`src/hw/rtl/pps_pkg.sv`:
```
`timescale 1ns / 1ps
package pps_pkg;

  // cordic datapath and shared multiplier widths
  localparam int CW = 46;
  localparam int MW = 34;
  localparam int PW = 2 * MW;
  localparam int CSW = 27;
  localparam int SW = 5;

  localparam int ACT_W = 2;
  localparam int NEAR_W = 10;
  localparam int SPD_W = 16;
  localparam int STAT_W = 2;
  localparam int CFG_W = 16;
  localparam int CFG_IDX_W = 2;

  localparam int Q_GAIN = 10188014;
  localparam int A_PI = 205887;
  localparam int A_HALF_PI = 102944;
  localparam int A_TWO_PI = 411775;

  localparam logic [ACT_W-1:0] ACT_APPEND = 2'd0;
  localparam logic [ACT_W-1:0] ACT_CLEAR = 2'd1;
  localparam logic [ACT_W-1:0] ACT_POSE = 2'd2;
  localparam logic [ACT_W-1:0] ACT_NONE = 2'd3;

  localparam logic [STAT_W-1:0] ST_TRACK = 2'd0;
  localparam logic [STAT_W-1:0] ST_EMPTY = 2'd1;
  localparam logic [STAT_W-1:0] ST_NOFWD = 2'd2;

  localparam logic [CFG_IDX_W-1:0] REG_WHEELBASE = 2'd0;
  localparam logic [CFG_IDX_W-1:0] REG_LOOKAHEAD = 2'd1;
  localparam logic [CFG_IDX_W-1:0] REG_SPEED = 2'd2;

  typedef struct packed {
    logic start;
    logic vec;
  } cordic_req_t;

  // atan(2^-i) in q16 radians
  function automatic logic [16:0] atan_lut(input logic [SW-1:0] i);
    logic [16:0] v;
    case (i)
      5'd0: v = 17'd51472;
      5'd1: v = 17'd30386;
      5'd2: v = 17'd16055;
      5'd3: v = 17'd8150;
      5'd4: v = 17'd4091;
      5'd5: v = 17'd2047;
      5'd6: v = 17'd1024;
      5'd7: v = 17'd512;
      5'd8: v = 17'd256;
      5'd9: v = 17'd128;
      5'd10: v = 17'd64;
      5'd11: v = 17'd32;
      5'd12: v = 17'd16;
      5'd13: v = 17'd8;
      5'd14: v = 17'd4;
      5'd15: v = 17'd2;
      5'd16: v = 17'd1;
      default: v = 17'd0;
    endcase
    return v;
  endfunction

  function automatic logic [63:0] sat_add64(input logic [63:0] a, input logic [63:0] b);
    logic [64:0] s;
    s = {1'b0, a} + {1'b0, b};
    return s[64] ? '1 : s[63:0];
  endfunction

endpackage

```
`src/hw/rtl/pps_mul.sv`:
```
`timescale 1ns / 1ps
module pps_mul import pps_pkg::*; (
  input  logic                 clk,
  input  logic signed [MW-1:0] a,
  input  logic signed [MW-1:0] b,
  output logic signed [PW-1:0] p
);
  logic signed [PW-1:0] p_r;

  always_ff @(posedge clk) begin
    p_r <= a * b;
  end

  assign p = p_r;
endmodule

```
`config.mk`:
```
export PLATFORM = sky130hd
export DESIGN_NAME = pps_mul
export DESIGN_NICKNAME = d
export VERILOG_FILES = /design/src/hw/rtl/pps_pkg.sv /design/src/hw/rtl/pps_mul.sv
export SDC_FILE = /design/constraint.sdc
export NUM_CORES = 2
export LEC_CHECK = 0
export CAP_MARGIN = 30
export CORE_MARGIN = 1
export CORE_UTILIZATION = 40
export CTS_BUF_LIST = sky130_fd_sc_hd__clkbuf_8
export DETAILED_ROUTE_END_ITERATION = 6
export DONT_BUFFER_PORTS = 1
export GPL_TIMING_DRIVEN = 0
export HOLD_SLACK_MARGIN = 0.05
export SLEW_MARGIN = 20
export SYNTH_ARGS = -nofsm -noshare
export SYNTH_HDL_FRONTEND = slang
export SYNTH_SLANG_ARGS = --single-unit
```
`constraint.sdc`:
```
create_clock -name clk -period 20.1 [get_ports clk]
set_clock_uncertainty 0.2 [all_clocks]
set_input_delay 2.01 -clock clk [delete_from_list [all_inputs] [get_ports clk]]
set_output_delay 2.01 -clock clk [all_outputs]
set_load 0.05 [all_outputs]
```
==> impl_metrics.csv <==
group,metric,value,unit
synth,synthFlopType,"dfxtp_1",
synth,synth_enable_flop_cells,0,
finish,layout-drive-gt1-share,2.02,%
floorplanning,fp.dieW,330,um
detailed_routing,ant_nets,0,
global_route,antenna_found_initial,29,
synth,netlist_instances,4554,
synth,avgSynthCellArea,9.45,sq um
detailed_routing,firstDrtPassIters,5,
placed_design,placement.io_buffers,0,
timing,fmax,88.1,MHz
timing,setup_viol,0,
clock_tree,root_buffer,"clkbuf_8",
timing,finalCritPeriodShare,56.5,%
global_route,grt_max_degree,17,
detailed_routing,vias_per_cell,5.23,
timing,hold_viol,0,
worst_setup_path,crit_path_start_kind,"primary input",
synth,ys_warn_count,0,
clock_tree,cts_buffers,9,
clock_tree,numClockSinks,68,
detailed_routing,drc,0,
floorplanning,start_util,40.6,%
finish,largest_register_ffs,68,
detailed_routing,wl_per_cell,25.9,um
placed_design,place.gp.congestion,1.04,
synth,synthArstFlopShare,0,%
worst_setup_path,path_class,"primary input to flip-flop",
status,outcome,"complete, no violations",
finish,final_nets,6105,
timing,slew_violations,0,
synth,synth_top_area_share,57.7,%
global_route,grt_usage,30.1,%
timing,tightestPinTransition,1170,ps
timing,whs,1450,ps
global_route,grt_first_pass_wirelength,231000,um
synth,yosysSeqAreaShare,3.16,%
synth,syn-cell-area,43000,sq um
synth,synth.net_count,6068,
floorplanning,rows,119,
detailed_routing,wl,156000,um
floorplanning,io_pins,137,
finish,syn_to_final_growth,5.41,%
clock_tree,cts.path.max_buffers,2,
global_route,grt_remaining_overflow,0,
detailed_routing,vias,31500,
clock_tree,cts_setup_buffers,0,
synth,ys_types,69,
synth,ys_top_cells_by_area,"fa_1, inv_1, and2_1",
worst_hold_path,hp-class,"primary input to flip-flop",
worst_setup_path,critPathCaptureType,"flip-flop",
timing,rsz0062_at_grt,"no",
timing,max_slew_margin,22.0,%
worst_setup_path,critPathMaxFanout,10,
worst_setup_path,cp_data_required_time,20280,ps
floorplanning,die_area,109000,sq um
clock_tree,clkTransAtPathRegs,90,ps
run,drv_cap,0,
detailed_routing,drtIter0Drc,2920,
floorplanning,core_area,106000,sq um
synth,synth_top_cell_by_area,"fa_1",
placed_design,hpwl,133000,um
synth,ys_ff_latch,68,
clock_tree,cts_resized,0,
worst_setup_path,crit_arrival,11530,ps
floorplanning,die_h,330,um
clock_tree,cts_tree,"yes",
clock_tree,cts_hold_buf,0,
timing,tns,0,ps
finish,fillCellCount,10600,
synth,synth.most_common_cell,"fa_1",
clock_tree,htreeDepth,3,
synth,synth_common_cells,"fa_1, inv_1, and2_1",
timing,finalCriticalPeriod,11350,ps
global_route,grt_pass1_vias,33800,
area by class of cell:
class,instances,area (sq um),area share (%)
multi-input combinational,3026,36100,79.7
inverter,1232,4620,10.2
tap,1391,1740,3.84
sequential,68,1360,3.00
buffer,228,905,1.99
timing repair buffer,26,328,0.723
clock buffer,10,138,0.303
antenna,26,65.1,0.143
clock inverter,6,47.5,0.105
path summary, 6_finish.rpt:
path,start,slack [ps],end,cells after the start
max,b[5],8750,p[67]$_DFF_P_,25
min,a[0],1450,p[0]$_DFF_P_,1
cell families after synthesis:
logic type,share of synthesized area (%)
fa+ha+maj,63.7
buf+inv,12.8
flops,3.16
xor+xnor,1.61
simple gates,15.4
compound gates,3.35
critical path: stages:
cell	delay, ps
clkbuf_1	640
clkbuf_1	750
nand2_1	170
fa_1	510
fa_1	520
inv_1	140
fa_1	520
inv_1	60
fa_1	570
fa_1	580
inv_1	60
fa_1	600
fa_1	540
inv_1	60
fa_1	480
inv_1	40
ha_1	610
nand4_1	220
nor4_1	800
a211oi_2	420
o21ai_4	470
a31oi_2	240
o21ai_0	240
a21oi_1	100
xnor2_1	130
metal layers:
layer,part of all wire [%],wire [um],up-vias,track usage (%)
li1,-,-,12900,-
met1,39,60300,16400,40.1
met2,44,69000,1743,45.4
met3,11,17300,428,7.73
met4,5.8,9100,16,15.0
met5,0.071,111,-,0
metrics by stage:
stage | setup WS [ps] | instance area (sq um) | utilization (%) | instances
final | 8750 | 45400 | 42.8 | 6013
after detailed placement | 8290 | 45000 | 42.4 | 5962
after global placement | 8300 | 44800 | 42.2 | 5945
after CTS | 8810 | 45200 | 42.6 | 5978
after floorplan | 10400 | 43000 | - | 4554
after global routing | 8620 | 45300 | 42.7 | 5998
cell usage in the layout (no fill, tap or decap), types with 17 or more instances in the layout:
cell type,instances
ha_1,203
buf_6,17
a21o_1,37
and2_1,621
nand2_1,542
xnor2_1,56
fa_1,1239
o21ai_0,31
clkbuf_1,211
a21oi_1,61
nor2_1,54
diode_2,26
dfxtp_1,68
xor2_1,23
nand2b_1,20
inv_1,1230
Power is left out: the tool's default activity adds up to more than one toggle a clock period on the data nets, which glitch-free logic cannot reach.
