[config.mk]
export PLATFORM = sky130hd
export DESIGN_NAME = pps_cordic
export DESIGN_NICKNAME = d
export VERILOG_FILES = /design/src/hw/rtl/pps_pkg.sv /design/src/hw/rtl/pps_cordic.sv
export SDC_FILE = /design/constraint.sdc
export NUM_CORES = 1
export LEC_CHECK = 0
export ABC_AREA = 1
export BUFFER_PORTS_ARGS = -buffer_cell sky130_fd_sc_hd__clkbuf_2
export CORE_ASPECT_RATIO = 0.75
export CORE_MARGIN = 10
export CORE_UTILIZATION = 37
export DETAILED_ROUTE_END_ITERATION = 10
export PLACE_DENSITY_LB_ADDON = 0.08
export SYNTH_ARGS = -nofsm -noshare
export SYNTH_HDL_FRONTEND = slang
export SYNTH_SLANG_ARGS = --single-unit
export TNS_END_PERCENT = 10
[constraint.sdc]
create_clock -name clk -period 17.6 [get_ports clk]
set_input_delay 1.76 -clock clk [delete_from_list [all_inputs] [get_ports clk]]
set_output_delay 1.76 -clock clk [all_outputs]
set_load 0.05 [all_outputs]
[src/hw/rtl/pps_pkg.sv]
`timescale 1ns / 1ps
package pps_pkg;

  // cordic datapath and shared multiplier widths
  localparam int CW = 46;
  localparam int MW = 34;
  localparam int PW = 2 * MW;
  localparam int CSW = 27;
  localparam int SW = 5;

  localparam int ACT_W = 2;
  localparam int NEAR_W = 10;
  localparam int SPD_W = 16;
  localparam int STAT_W = 2;
  localparam int CFG_W = 16;
  localparam int CFG_IDX_W = 2;

  localparam int Q_GAIN = 10188014;
  localparam int A_PI = 205887;
  localparam int A_HALF_PI = 102944;
  localparam int A_TWO_PI = 411775;

  localparam logic [ACT_W-1:0] ACT_APPEND = 2'd0;
  localparam logic [ACT_W-1:0] ACT_CLEAR = 2'd1;
  localparam logic [ACT_W-1:0] ACT_POSE = 2'd2;
  localparam logic [ACT_W-1:0] ACT_NONE = 2'd3;

  localparam logic [STAT_W-1:0] ST_TRACK = 2'd0;
  localparam logic [STAT_W-1:0] ST_EMPTY = 2'd1;
  localparam logic [STAT_W-1:0] ST_NOFWD = 2'd2;

  localparam logic [CFG_IDX_W-1:0] REG_WHEELBASE = 2'd0;
  localparam logic [CFG_IDX_W-1:0] REG_LOOKAHEAD = 2'd1;
  localparam logic [CFG_IDX_W-1:0] REG_SPEED = 2'd2;

  typedef struct packed {
    logic start;
    logic vec;
  } cordic_req_t;

  // atan(2^-i) in q16 radians
  function automatic logic [16:0] atan_lut(input logic [SW-1:0] i);
    logic [16:0] v;
    case (i)
      5'd0: v = 17'd51472;
      5'd1: v = 17'd30386;
      5'd2: v = 17'd16055;
      5'd3: v = 17'd8150;
      5'd4: v = 17'd4091;
      5'd5: v = 17'd2047;
      5'd6: v = 17'd1024;
      5'd7: v = 17'd512;
      5'd8: v = 17'd256;
      5'd9: v = 17'd128;
      5'd10: v = 17'd64;
      5'd11: v = 17'd32;
      5'd12: v = 17'd16;
      5'd13: v = 17'd8;
      5'd14: v = 17'd4;
      5'd15: v = 17'd2;
      5'd16: v = 17'd1;
      default: v = 17'd0;
    endcase
    return v;
  endfunction

  function automatic logic [63:0] sat_add64(input logic [63:0] a, input logic [63:0] b);
    logic [64:0] s;
    s = {1'b0, a} + {1'b0, b};
    return s[64] ? '1 : s[63:0];
  endfunction

endpackage

[src/hw/rtl/pps_cordic.sv]
`timescale 1ns / 1ps
module pps_cordic import pps_pkg::*; #(
  parameter int ZW = 21,
  parameter int STEPS = 16
) (
  input  logic                 clk,
  input  logic                 rst_n,
  input  cordic_req_t          req,
  input  logic signed [CW-1:0] x0,
  input  logic signed [CW-1:0] y0,
  input  logic signed [ZW-1:0] z0,
  output logic                 done,
  output logic signed [CW-1:0] xo,
  output logic signed [CW-1:0] yo,
  output logic signed [ZW-1:0] zo
);
  localparam logic [1:0] C_IDLE = 2'd0;
  localparam logic [1:0] C_RED = 2'd1;
  localparam logic [1:0] C_ITER = 2'd2;

  localparam logic signed [ZW-1:0] ZPI = ZW'(A_PI);
  localparam logic signed [ZW-1:0] ZHP = ZW'(A_HALF_PI);
  localparam logic signed [ZW-1:0] Z2PI = ZW'(A_TWO_PI);

  logic [1:0] state_r;
  logic done_r, flip_r, vec_r;
  logic [SW-1:0] i_r;
  logic signed [CW-1:0] x_r, y_r, xs, ys;
  logic signed [ZW-1:0] z_r, za;
  logic neg;

  assign xs = x_r >>> i_r;
  assign ys = y_r >>> i_r;
  assign za = $signed(ZW'(atan_lut(i_r)));
  assign neg = vec_r ? (y_r > 0) : (z_r < 0);

  always_ff @(posedge clk) begin
    if (!rst_n) begin
      state_r <= C_IDLE;
      done_r <= 1'b0;
    end else begin
      done_r <= 1'b0;
      case (state_r)
        C_IDLE: begin
          if (req.start) begin
            flip_r <= 1'b0;
            vec_r <= req.vec;
            i_r <= '0;
            if (req.vec) begin
              x_r <= x0;
              y_r <= y0;
              z_r <= '0;
              // zero y gives an exact zero angle
              if (y0 == '0) done_r <= 1'b1;
              else state_r <= C_ITER;
            end else begin
              x_r <= CW'(Q_GAIN);
              y_r <= '0;
              z_r <= z0;
              state_r <= C_RED;
            end
          end
        end
        C_RED: begin
          // wrap into [-pi, pi], then fold into [-pi/2, pi/2]
          if (z_r > ZPI) z_r <= z_r - Z2PI;
          else if (z_r < -ZPI) z_r <= z_r + Z2PI;
          else begin
            if (z_r > ZHP) begin
              z_r <= z_r - ZPI;
              flip_r <= 1'b1;
            end else if (z_r < -ZHP) begin
              z_r <= z_r + ZPI;
              flip_r <= 1'b1;
            end
            state_r <= C_ITER;
          end
        end
        C_ITER: begin
          if (neg) begin
            x_r <= x_r + ys;
            y_r <= y_r - xs;
            z_r <= z_r + za;
          end else begin
            x_r <= x_r - ys;
            y_r <= y_r + xs;
            z_r <= z_r - za;
          end
          i_r <= i_r + SW'(1);
          if (i_r == SW'(STEPS - 1)) begin
            done_r <= 1'b1;
            state_r <= C_IDLE;
          end
        end
        default: state_r <= C_IDLE;
      endcase
    end
  end

  assign done = done_r;
  assign xo = flip_r ? -x_r : x_r;
  assign yo = flip_r ? -y_r : y_r;
  assign zo = z_r;

  a_start_idle: assert property (@(posedge clk) disable iff (!rst_n)
    req.start |-> state_r == C_IDLE) else $error("cordic started while busy");
  a_done_src: assert property (@(posedge clk) disable iff (!rst_n)
    done_r |-> ($past(state_r) == C_ITER) || $past(req.start && req.vec))
    else $error("cordic done without a run");
  a_step_rng: assert property (@(posedge clk) disable iff (!rst_n)
    state_r == C_ITER |-> i_r < SW'(STEPS)) else $error("cordic step out of range");
endmodule

==> impl_metrics.ini <==
[run_status]
outcome = finished clean

[setup_path]
crit_slowest_cell = buf_4
r2r-start = i_r[1]
crit_top_cell = nand2_1
ff2ff_path_depth = 30
max_stage_delay_ns = 0.74
critPathMaxFanout = 90
rr_endpoint = x_r[44]
cp_data_required_time_ns = 17.85
path_class = flip-flop to flip-flop
crit_buf_inv = 4
cp-start-kind = flip-flop
cp.arrival_ns = 7.23
crit_path_end_kind = flip-flop
path_delay_family = simple AND/OR/NAND/NOR gates
startpoint = i_r[1]
reg2reg_slack_ns = 10.62

[timing]
hold_viol = 0
skew_ns = 0.02018
period_needed_ns = 6.978
timing.final.max_slew_violations = 0
setup_tns_ns = 0
rsz0062_at_grt = false
worstMarginPinSlew_ns = 1.327
timing.fmax_ghz = 0.1433
fin_crit_sh_pct = 39.65
setup_viol = 0
slew_headroom_pct = 10.70

[die]
dieArea_sq_um = 81630
die_w_um = 326.6
start_util_pct = 37.27
ios = 231
core_sq_um = 70000
die_h_um = 250.0
rows = 84

[yosys]
async_reset_ff_share_pct = 0
ys_seq_area_share_pct = 15.27
synthCells = 4506
ys_ff_latch = 139
yosysWarnings = 0
synth.avg_cell_area_sq_um = 5.789
ys_types = 68
synth_ff_type = edfxtp_1
synth-edff-count = 120
syn-cell-area_sq_um = 26090
syn_nets = 4767

[power]
peakVddDrop_mv = 0.09414
finalPower_uw = 5577
power.density_nw_per_um2 = 195.0
p_leak_uw = 0.01364

[grt]
grt_max_degree = 91
antenna_found_initial = 1
grt_pass1_wl_um = 188200
grt_pass1_vias = 29060
overflow = 0
grtUsageTotal_pct = 29.72

[drt]
wl_per_cell_um = 22.61
viasPerCell = 5.662
vias = 31600
first_iter_violations = 3894
drc = 0
drt_first_pass_iters = 6
wl_um = 126200
ant_nets = 0

[clock_network]
cts_resized = 0
clock_latency_ns = 0.52
clock-sinks = 139
htree_levels = 4
postCtsHoldBufs = 0
postCtsSetupBuffers = 0
numCtsBuffers = 17
path_clk_slew_ns = 0.07
cts_root_buffer = clkbuf_16
clockBufferDepth = 2
cts_tree = yes

[min_path]
hold_depth = 2
min_from = state_r[0]
whs_endpoint = state_r[0]
hold_path_class = flip-flop to flip-flop

[placed_design]
place.gp.congestion = 1.023
dp_hpwl_um = 100600
placed_cells_incl_taps = 5547
portBuffers = 230

[final_layout]
nNetsFinal = 4881
seq_area_sq_um = 3984
finish.utilization_pct = 40.86
synthToLayoutAreaGrowth_pct = 9.641
fin_cells = 5581
drive_gt1_share_pct = 9.368
multi_input_area_sq_um = 19650
fill_cells = 7919

[flow_run]
cap_violations = 0
kinds of logic after synthesis:
| logic type | after synthesis | share of synthesized area [%] |
|---|---|---|
| AO/OA/AOI/OAI | 694 | 15.34 |
| XOR/XNOR | 263 | 8.830 |
| adder cells (fa/ha/maj) | 144 | 6.993 |
| buffers and inverters | 610 | 9.550 |
| flip-flops | 139 | 15.27 |
| multiplexers | 1 | 0.03837 |
| AND/OR/NAND/NOR | 2655 | 43.97 |
per-layer routing:
layer  share of wire, %  vias to the layer above  wire (um)  global-route usage [%]
met5                  0                        -          0                       0
met4                2.1                        0       2635                   6.838
met3                9.7                      134      12180                   6.724
met2                 41                     1477      51350                   42.74
met1                 48                    14670      60030                   43.90
li1                   -                    15320          -                       -
worst max-delay path by stage:
stage / slack [ns] / to / cells after the start
2_1_floorplan: 10.92 / za[8] / 11
3_3_place_gp: 10.80 / x_r[44] / 32
4_1_cts: 10.99 / x_r[44] / 30
3_5_place_dp: 11.00 / x_r[44] / 32
6_report: 10.62 / x_r[44] / 30
5_1_grt: 10.0 / x_r[44] / 30
flip-flops by register name, indices dropped and copies added (netlist names):
register / cells
x_r: 46
y_r: 46
zo: 21
za: 16
i_r: 5
state_r: 2
done: 1
flip_r: 1
vec_r: 1
report_power, final:
group	total (uW)	internal, uW	switching [uW]
Clock	425	242	183
Combinational	4460	1310	3150
Sequential	691	480	211
Total	5580	2030	3550
through the flow:
stage	setup WS [ns]	hold slack (ns)	area (sq um)
4_1_cts	10.99	0.5153	28600
6_report	10.62	0.5129	28600
5_1_grt	9.997	0.5544	28600
3_3_place_gp	10.80	0.5037	27960
2_1_floorplan	10.92	0.4719	26090
3_5_place_dp	11.00	0.5063	27960
synth_stat cells, types with 19 or more instances:
master | n | share of area (%)
a31oi_1 | 52 | 1.2
edfxtp_1 | 120 | 14
clkbuf_1 | 82 | 1.2
nand4_1 | 59 | 1.4
xor2_1 | 174 | 5.8
nand2_2 | 36 | 0.86
nor2_1 | 445 | 6.4
dfxtp_1 | 19 | 1.5
nand3_1 | 643 | 12
o21ai_1 | 32 | 0.61
o21ai_0 | 225 | 4.3
nor4_1 | 35 | 0.84
a22o_1 | 31 | 1.0
ha_1 | 141 | 6.8
a21oi_1 | 234 | 4.5
inv_1 | 408 | 5.9
nand2_1 | 1304 | 19
xnor2_1 | 89 | 3.0
buf_2 | 60 | 1.2
nor3_1 | 61 | 1.2
buf_1 | 25 | 0.36
worst reg2reg max path, delay by kind of cell, from the launching register on:
family          cells  cell delay [ns]
compound gates      5             0.93
xor+xnor            1             0.13
buf+inv             4             0.96
fa+ha+maj           2             0.62
flops               1             0.68
simple gates       18             3.41
layout make-up:
class                      count  share of cell area, %
multi-input combinational   3757                  68.70
clock buffer                  20                  1.562
clock inverter                12                 0.6518
tap                          946                  4.138
sequential                   139                  13.93
antenna                        2                0.01750
timing repair buffer         286                  5.495
inverter                     419                  5.503
placed cells by master, fill, tap and decap left out, types with 10 or more instances in the layout:
cell type and n:
nor2_2 17, a31oi_1 52, o211ai_1 15, nand2_2 36, o21bai_1 13, nand4_1 59
nand3_2 10, o21ai_1 32, buf_4 56, clkbuf_2 230, a21o_1 16, o21a_1 15
o22ai_1 11, or2_2 13, nor3_1 60, inv_1 405, a22o_1 31, edfxtp_1 120
xnor2_1 89, ha_1 140, clkbuf_16 17, a21oi_1 233, nand3_1 643, nor2_1 443
nor4_1 35, nand2_1 1304, xor2_1 174, dfxtp_1 19, o21ai_0 225
No activity file was read; power rests on OpenSTA's default activity.
